**src/rtl/ccsp_pkg.sv**
```systemverilog
// ----------------------------------------------------------------------------
// ccsp_pkg
// Types, sizes and the byte classifier of the character-class partitioner.
// ----------------------------------------------------------------------------
package ccsp_pkg;

  parameter int unsigned MAX_LEN = 64;
  parameter int unsigned ADDR_W  = $clog2(MAX_LEN);
  parameter int unsigned CNT_W   = $clog2(MAX_LEN + 1);

  typedef struct packed {
    logic [7:0] char_code;
    logic       is_end;
  } in_item_t;

  typedef struct packed {
    logic [7:0] out_char;
    logic       out_last;
    logic       overflowed;
  } out_item_t;

  // Emission order of the groups.
  typedef enum logic [1:0] {
    GRP_DIGIT  = 2'd0,
    GRP_LETTER = 2'd1,
    GRP_OTHER  = 2'd2
  } group_e;

  typedef enum logic {
    ST_FILL = 1'b0,
    ST_EMIT = 1'b1
  } state_e;

  // A result handed from the sequencer to the output register.
  typedef struct packed {
    logic      load;
    out_item_t item;
  } emit_t;

  function automatic group_e byte_group(input logic [7:0] b);
    group_e g;
    if (b >= 8'h30 && b <= 8'h39) begin
      g = GRP_DIGIT;
    end else if ((b >= 8'h41 && b <= 8'h5A) || (b >= 8'h61 && b <= 8'h7A)) begin
      g = GRP_LETTER;
    end else begin
      g = GRP_OTHER;
    end
    return g;
  endfunction

endpackage

```
**src/rtl/ccsp_ram.sv**
```systemverilog
// ----------------------------------------------------------------------------
// ccsp_ram
// Simple dual-port RAM: one write port, one read port with registered data.
// ----------------------------------------------------------------------------
module ccsp_ram #(
  parameter int unsigned DEPTH = 64,
  parameter int unsigned WIDTH = 8,
  parameter int unsigned AW    = $clog2(DEPTH)
) (
  input  logic             clk_i,
  input  logic             we_i,
  input  logic [AW-1:0]    waddr_i,
  input  logic [WIDTH-1:0] wdata_i,
  input  logic             re_i,
  input  logic [AW-1:0]    raddr_i,
  output logic [WIDTH-1:0] rdata_o
);

  logic [WIDTH-1:0] mem [DEPTH];
  logic [WIDTH-1:0] rdata_q;

  // The read register holds its value while no read is issued.
  always_ff @(posedge clk_i) begin
    if (we_i) begin
      mem[waddr_i] <= wdata_i;
    end
    if (re_i) begin
      rdata_q <= mem[raddr_i];
    end
  end

  assign rdata_o = rdata_q;

endmodule

```
**src/rtl/ccsp_ctrl.sv**
```systemverilog
// ----------------------------------------------------------------------------
// ccsp_ctrl
// Fill counter and three-pass read sequencer around the byte buffer.
// ----------------------------------------------------------------------------
module ccsp_ctrl (
  input  logic                        clk_i,
  input  logic                        rst_ni,
  input  logic                        in_valid_i,
  output logic                        in_ready_o,
  input  ccsp_pkg::in_item_t          in_item_i,
  input  logic                        out_free_i,
  output ccsp_pkg::emit_t             emit_o,
  output logic                        we_o,
  output logic [ccsp_pkg::ADDR_W-1:0] waddr_o,
  output logic [7:0]                  wdata_o,
  output logic                        re_o,
  output logic [ccsp_pkg::ADDR_W-1:0] raddr_o,
  input  logic [7:0]                  rdata_i
);

  ccsp_pkg::state_e state_q, state_d;
  logic [ccsp_pkg::CNT_W-1:0]  fill_q, fill_d;
  logic                        drop_q, drop_d;
  logic [ccsp_pkg::ADDR_W-1:0] ri_q, ri_d;
  ccsp_pkg::group_e            rpass_q, rpass_d;
  logic                        rdone_q, rdone_d;
  logic                        pend_q, pend_d;
  ccsp_pkg::group_e            ppass_q, ppass_d;
  logic [ccsp_pkg::CNT_W-1:0]  n_q, n_d;

  logic accept, is_full, match, consume, load, issue, last, finish, wrap;

  assign accept  = in_valid_i && in_ready_o;
  assign is_full = (fill_q == ccsp_pkg::CNT_W'(ccsp_pkg::MAX_LEN));
  assign match   = (ccsp_pkg::byte_group(rdata_i) == ppass_q);
  assign consume = (state_q == ccsp_pkg::ST_EMIT) && pend_q && (!match || out_free_i);
  assign load    = consume && match;
  assign issue   = (state_q == ccsp_pkg::ST_EMIT) && !rdone_q && (!pend_q || consume);
  assign last    = ((n_q + 1'b1) == fill_q);
  assign finish  = load && last;
  assign wrap    = ((ccsp_pkg::CNT_W'(ri_q) + 1'b1) == fill_q);

  // Next state.
  always_comb begin
    state_d = state_q;
    case (state_q)
      ccsp_pkg::ST_FILL: begin
        if (accept && in_item_i.is_end) begin
          state_d = ccsp_pkg::ST_EMIT;
        end
      end
      ccsp_pkg::ST_EMIT: begin
        if (finish) begin
          state_d = ccsp_pkg::ST_FILL;
        end
      end
      default: state_d = ccsp_pkg::ST_FILL;
    endcase
  end

  // Outputs of the state machine.
  always_comb begin
    in_ready_o = 1'b0;
    case (state_q)
      ccsp_pkg::ST_FILL: in_ready_o = 1'b1;
      ccsp_pkg::ST_EMIT: in_ready_o = 1'b0;
      default:           in_ready_o = 1'b0;
    endcase
  end

  // Buffer ports.
  assign we_o    = accept && !is_full;
  assign waddr_o = fill_q[ccsp_pkg::ADDR_W-1:0];
  assign wdata_o = in_item_i.char_code;
  assign re_o    = issue;
  assign raddr_o = ri_q;

  assign emit_o.load            = load;
  assign emit_o.item.out_char   = rdata_i;
  assign emit_o.item.out_last   = last;
  assign emit_o.item.overflowed = drop_q;

  // Counters and read sequencing.
  always_comb begin
    fill_d  = fill_q;
    drop_d  = drop_q;
    ri_d    = ri_q;
    rpass_d = rpass_q;
    rdone_d = rdone_q;
    pend_d  = pend_q;
    ppass_d = ppass_q;
    n_d     = n_q;

    if (accept) begin
      if (is_full) begin
        drop_d = 1'b1;
      end else begin
        fill_d = fill_q + 1'b1;
      end
      if (in_item_i.is_end) begin
        ri_d    = '0;
        rpass_d = ccsp_pkg::GRP_DIGIT;
        rdone_d = 1'b0;
        pend_d  = 1'b0;
        n_d     = '0;
      end
    end

    if (consume) begin
      pend_d = 1'b0;
    end
    if (issue) begin
      pend_d  = 1'b1;
      ppass_d = rpass_q;
      if (wrap) begin
        ri_d = '0;
        case (rpass_q)
          ccsp_pkg::GRP_DIGIT:  rpass_d = ccsp_pkg::GRP_LETTER;
          ccsp_pkg::GRP_LETTER: rpass_d = ccsp_pkg::GRP_OTHER;
          default:              rdone_d = 1'b1;
        endcase
      end else begin
        ri_d = ri_q + 1'b1;
      end
    end

    if (load) begin
      n_d = n_q + 1'b1;
    end
    if (finish) begin
      fill_d = '0;
      drop_d = 1'b0;
    end
  end

  always_ff @(posedge clk_i or negedge rst_ni) begin
    if (!rst_ni) begin
      state_q <= ccsp_pkg::ST_FILL;
      fill_q  <= '0;
      drop_q  <= 1'b0;
      ri_q    <= '0;
      rpass_q <= ccsp_pkg::GRP_DIGIT;
      rdone_q <= 1'b1;
      pend_q  <= 1'b0;
      ppass_q <= ccsp_pkg::GRP_DIGIT;
      n_q     <= '0;
    end else begin
      state_q <= state_d;
      fill_q  <= fill_d;
      drop_q  <= drop_d;
      ri_q    <= ri_d;
      rpass_q <= rpass_d;
      rdone_q <= rdone_d;
      pend_q  <= pend_d;
      ppass_q <= ppass_d;
      n_q     <= n_d;
    end
  end

endmodule

```
**src/rtl/char_class_stable_partition.sv**
```systemverilog
// ----------------------------------------------------------------------------
// char_class_stable_partition
// Buffers a byte string and emits it grouped as digits, letters, others.
// ----------------------------------------------------------------------------
// Usage:
// The input channel takes one byte per item; is_end marks the last byte of
// a string. Input items are taken one per cycle while the string is filled.
// Up to 64 bytes are kept; later bytes are dropped and every result of that
// string then shows overflowed. After the end item the input is held off
// while the buffer is read in three passes, one per class, each pass reading
// every stored byte once through the single read port of the buffer RAM.
// The last result carries out_last. It waits in the output register, and
// the next string may already be taken in while it waits.
// A stalled output register holds its item and the read sequencer waits.
// Reset empties the buffer count and the output register; no clearing pass.
// ----------------------------------------------------------------------------
module char_class_stable_partition (
  input  logic                 clk_i,
  input  logic                 rst_ni,
  input  logic                 in_valid_i,
  output logic                 in_ready_o,
  input  ccsp_pkg::in_item_t   in_item_i,
  output logic                 out_valid_o,
  input  logic                 out_ready_i,
  output ccsp_pkg::out_item_t  out_item_o
);

  ccsp_pkg::emit_t              emit;
  logic                         we, re;
  logic [ccsp_pkg::ADDR_W-1:0]  waddr, raddr;
  logic [7:0]                   wdata, rdata;
  logic                         out_free;
  logic                         out_valid_q, out_valid_d;
  ccsp_pkg::out_item_t          out_item_q;

  assign out_free = !out_valid_q || out_ready_i;

  ccsp_ctrl u_ctrl (
    .clk_i      (clk_i),
    .rst_ni     (rst_ni),
    .in_valid_i (in_valid_i),
    .in_ready_o (in_ready_o),
    .in_item_i  (in_item_i),
    .out_free_i (out_free),
    .emit_o     (emit),
    .we_o       (we),
    .waddr_o    (waddr),
    .wdata_o    (wdata),
    .re_o       (re),
    .raddr_o    (raddr),
    .rdata_i    (rdata)
  );

  ccsp_ram #(
    .DEPTH (ccsp_pkg::MAX_LEN),
    .WIDTH (8)
  ) u_ram (
    .clk_i   (clk_i),
    .we_i    (we),
    .waddr_i (waddr),
    .wdata_i (wdata),
    .re_i    (re),
    .raddr_i (raddr),
    .rdata_o (rdata)
  );

  always_comb begin
    out_valid_d = out_valid_q;
    if (emit.load) begin
      out_valid_d = 1'b1;
    end else if (out_ready_i) begin
      out_valid_d = 1'b0;
    end
  end

  always_ff @(posedge clk_i or negedge rst_ni) begin
    if (!rst_ni) begin
      out_valid_q <= 1'b0;
    end else begin
      out_valid_q <= out_valid_d;
    end
  end

  always_ff @(posedge clk_i) begin
    if (emit.load) begin
      out_item_q <= emit.item;
    end
  end

  assign out_valid_o = out_valid_q;
  assign out_item_o  = out_item_q;

endmodule

```
**config.mk**
```make
export PLATFORM = sky130hd
export DESIGN_NAME = char_class_stable_partition
export DESIGN_NICKNAME = d
export VERILOG_FILES = /design/src/rtl/ccsp_pkg.sv /design/src/rtl/ccsp_ram.sv /design/src/rtl/ccsp_ctrl.sv /design/src/rtl/char_class_stable_partition.sv
export SDC_FILE = /design/constraint.sdc
export NUM_CORES = 1
export LEC_CHECK = 0
export BUFFER_PORTS_ARGS = -buffer_cell sky130_fd_sc_hd__buf_4
export CORE_MARGIN = 2
export CORE_UTILIZATION = 50
export DETAILED_ROUTE_END_ITERATION = 12
export PLACE_DENSITY = 0.61
export SYNTH_ARGS = -nofsm -noshare
export SYNTH_HDL_FRONTEND = slang
export SYNTH_HIERARCHICAL = 1
export SYNTH_SLANG_ARGS = --single-unit
```
**constraint.sdc**
```tcl
create_clock -name clk_i -period 4.6 [get_ports clk_i]
set_clock_uncertainty 0.05 [all_clocks]
set_input_delay 0.23 -clock clk_i [delete_from_list [all_inputs] [get_ports clk_i]]
set_output_delay 0.23 -clock clk_i [all_outputs]
set_load 0.05 [all_outputs]
```
==> summary.txt <==
Clocking
  • Clock tree root driver cell: sky130_fd_sc_hd__clkbuf_16
  • H-tree Lvls: 2
  • TritonCTS clock tree: built
  • Clock slew at reported path FFs: 0.06 ns
  • Clock sink count: 559
  • Cells resized by post-CTS repair: 0
  • Total clock buffers created by CTS: 57
  • Longest Clk Path Bufs: 3
  • Insertion delay of the later-clocked pin in the worst-skew pair: 0.60 ns

Timing
  • Slew @ Worst Pin: 1.07 ns
  • Setup repair after global routing missed its margin: false
  • Worst-case headroom to the max-slew limit: 28.8%
  • Count of final max-slew check failures: 0
  • Final count of hold timing violations: 0
  • Setup slack of the critical path after layout: 0.729 ns
  • Max Fclk: 258 MHz
  • Accumulated negative setup slack: 0 ns
  • Final critical path time including I/O delays and setup: 3.87 ns
  • Final Cycle Share: 84.2%
  • Count of final setup violators: 0

Final layout
  • Commonest non-fill, non-tap cells in the layout: sky130_fd_sc_hd__edfxtp_1, sky130_fd_sc_hd__mux4_2, sky130_fd_sc_hd__nor2_1
  • Fraction of final layout cells sized beyond drive strength 1: 21.8%
  • Final net count: 1206
  • Layout fillers: 3339
  • Most frequent standard cell in the layout excluding fill and tap cells: sky130_fd_sc_hd__edfxtp_1
  • Area taken by flip-flops and latches: 16700 µm²
  • Total inserted antenna cells: 0
  • Area growth from synthesis to final layout: 9.77%
  • Design Area, Final: 24800 µm²
  • Combined area of the multi-input logic cells: 5330 µm²

Setup path
  • Largest fanout on the critical path: 15
  • Register-to-Register Setup Slack: 0.73 ns
  • Type of element launching the critical path: register
  • Crit path buf inv count: 1
  • Crit path largest cell delay: 0.84 ns
  • Worst Reg2Reg Path Length in Cells: 7
  • Critical Path, Cell by Cell: inv_1, ha_1, and3_1, nor2b_1, nor2b_1, nand3_1, nor2_1
  • CP required: 4.77 ns
  • Crit end category: register
  • Arrival @ worst endpoint: 4.04 ns
  • Cell with the largest stage delay on the worst path: sky130_fd_sc_hd__nor2_1
  • Largest delay share family, worst path: simple AND/OR/NAND/NOR gates
  • R2R Path End: u_ram/mem[30][4]
  • Reg-to-Reg Start: u_ctrl/fill_q[1]
  • Most numerous cell on the critical path: sky130_fd_sc_hd__nor2b_1
  • Type of the worst setup path: reg -> reg

Drt
  • Number of search-and-repair iterations in the first detailed-routing pass: 5
  • Via count: 11000
  • Via count normalized by instance count: 6.05
  • Antenna violation net count after detailed routing: 0
  • Post-detailed-route DRC marker count: 0
  • DR WL/cell: 26.9 µm
  • Total routed wirelength: 49.0 mm
  • First-iteration detailed-routing DRC count: 1191

Power and ir drop
  • Clock Power Share: 30.2%
  • Sw Pwr: 4.00 mW
  • Power density cells: 553 nW/µm²
  • Share of total power in sequential cells: 46.1%
  • VDD IR max: 0.535 mV
  • Fraction of power spent switching nets: 29.3%
  • Lkg Pwr: 7.79 nW
  • Proportion of power drawn by combinational gates: 23.7%
  • Final Total Pwr: 13.7 mW
  • Internal portion of total power: 9.68 mW

Yosys
  • Mapped Area: 22500 µm²
  • Main flop type after synthesis: sky130_fd_sc_hd__edfxtp_1
  • Count of cell types in the netlist: 65
  • Seq/Total Area, Yosys: 73.8%
  • EDFF count, synth: 530
  • Post-synth ARST share: 5.19%
  • Post-synth net total: 1185
  • Mean instance size in the synthesized netlist: 19.3 µm²
  • Yosys warns: 6
  • Cells after synthesis: 1168
  • Flops & latches, synth: 559

Global routing
  • Maximum number of pins on one net before global-route repair: 65
  • Wire length of the first global-routing pass: 73.0 mm
  • Total global-route track usage: 21.4%
  • Antenna violations before repair: 0
  • Vias in the first global route: 11200
  • Overflow left after global routing: 0

Flow run
  • MaxCap Viol Count: 0

Die
  • Area of the die: 46800 µm²
  • Die outline height: 216 µm
  • Die span in x: 216 µm
  • Row count: 77
  • Area of the core region: 44300 µm²
  • Initial cell density of the core: 50.9%
  • Ports: 25

Place
  • Port bufs: 24
  • Sum of net half-perimeters after detailed placement: 29.2 mm
  • Final estimated routing congestion in global placement: 0.806
  • Post-Place Cell Area: 23100 µm²
  • Worst slack after detailed placement: 0.778 ns

Worst hold path
  • Hold Crit Class: in -> async

Run status
  • Status: finished, final reports clean
## per-layer routing
metal  global-route usage [%]  part of all wire (%)  vias up
met1                     31.5                    44     5823
met2                     32.8                    46      363
met5                        0                     0        -
met3                     3.90                   6.5       89
li1                         -                     -     4737
met4                     7.05                   2.7        0
## area by class of cell
cell class | instances | area share (%)
Sequential cell | 559 | 67.3
Multi-Input combinational cell | 519 | 21.5
Clock buffer | 75 | 6.04
Tap cell | 592 | 2.99
Timing Repair Buffer | 46 | 1.47
Clock inverter | 24 | 0.581
Inverter | 6 | 0.111
## Yosys cell counts (7+ instances only)
cell type / number / area share, %
sky130_fd_sc_hd__buf_2: 12 / 0.27
sky130_fd_sc_hd__and3_1: 7 / 0.19
sky130_fd_sc_hd__mux2i_1: 26 / 1.2
sky130_fd_sc_hd__o21ai_0: 19 / 0.42
sky130_fd_sc_hd__dfrtp_1: 28 / 3.1
sky130_fd_sc_hd__nor3_1: 9 / 0.20
sky130_fd_sc_hd__nand2b_1: 9 / 0.25
sky130_fd_sc_hd__nor2b_1: 22 / 0.61
sky130_fd_sc_hd__o22ai_1: 8 / 0.22
sky130_fd_sc_hd__clkbuf_1: 22 / 0.37
sky130_fd_sc_hd__mux4_2: 126 / 13
sky130_fd_sc_hd__edfxtp_1: 530 / 71
sky130_fd_sc_hd__nand3_1: 21 / 0.47
sky130_fd_sc_hd__nand2_1: 38 / 0.63
sky130_fd_sc_hd__buf_4: 38 / 1.3
sky130_fd_sc_hd__o221ai_1: 8 / 0.31
sky130_fd_sc_hd__nor2_1: 100 / 1.7
sky130_fd_sc_hd__xnor2_1: 12 / 0.47
sky130_fd_sc_hd__xor2_1: 12 / 0.47
sky130_fd_sc_hd__mux2_2: 13 / 0.65
## worst max-delay path by stage
stage                                 from                to  slack [ns]  cells past startpoint
after global routing      u_ctrl/fill_q[1]  u_ram/mem[30][5]        0.51                      7
final                     u_ctrl/fill_q[1]  u_ram/mem[30][4]        0.73                      7
after CTS                 u_ctrl/fill_q[1]  u_ram/mem[14][7]        0.78                      7
after global placement    u_ctrl/fill_q[1]  u_ram/mem[14][5]        0.90                      7
after detailed placement  u_ctrl/fill_q[1]  u_ram/mem[14][2]        0.78                      7
after floorplan           u_ctrl/fill_q[0]  u_ram/mem[62][0]        1.97                      7
## repair_timing
| item | CTS | global route |
|---|---|---|
| endpoints found under the hold margin | 30 | 0 |
| buffers inserted | 0 | 0 |
| hold buffers | 2 | 0 |
## worst register-to-register path, stage by stage, from the launching register on
cell and delay [ns]:
sky130_fd_sc_hd__dfrtp_1 0.64, sky130_fd_sc_hd__inv_1 0.12, sky130_fd_sc_hd__ha_1 0.20, sky130_fd_sc_hd__and3_1 0.18, sky130_fd_sc_hd__nor2b_1 0.58, sky130_fd_sc_hd__nor2b_1 0.32
sky130_fd_sc_hd__nand3_1 0.58, sky130_fd_sc_hd__nor2_1 0.84
## sequential cells by signal (all words and copies together), names as in the netlist
name	cells
u_ctrl/rpass_q	2
u_ctrl/fill_q	7
u_ctrl/ppass_q	2
u_ram/rdata_o	8
u_ctrl/raddr_o	6
u_ctrl/state_q	1
u_ram/mem	512
out_valid_o	1
u_ctrl/drop_q	1
u_ctrl/n_q	7
u_ctrl/rdone_q	1
u_ctrl/pend_q	1
out_item_o	10
## cell families after synthesis
kind of cell / Yosys count / share of synthesized area [%]
fa+ha+maj: 4 / 0.222
mux: 166 / 14.5
xor+xnor: 26 / 1.13
compound gates: 92 / 2.99
flops: 559 / 73.8
simple gates: 231 / 4.83
buf+inv: 90 / 2.56
## power groups by stage
stage | combinational [mW] | sequential [mW] | clock [mW]
3_5_place_dp | 3.25 | 6.42 | 0
6_report | 3.24 | 6.31 | 4.14
2_1_floorplan | 2.72 | 6.11 | 0
4_1_cts | 3.26 | 6.32 | 4.23
3_3_place_gp | 3.23 | 6.42 | 0
5_1_grt | 3.47 | 6.37 | 4.42
## metrics by stage
stage,util (%),std cells,hold slack (ns)
global placement,52.1,1720,0.140
finish,55.8,1821,0.0548
CTS,55.8,1821,0.0404
floorplan,-,1168,-0.116
global route,55.8,1821,0.0695
detailed placement,52.1,1720,0.136
Power figures use the tool's default switching activity.
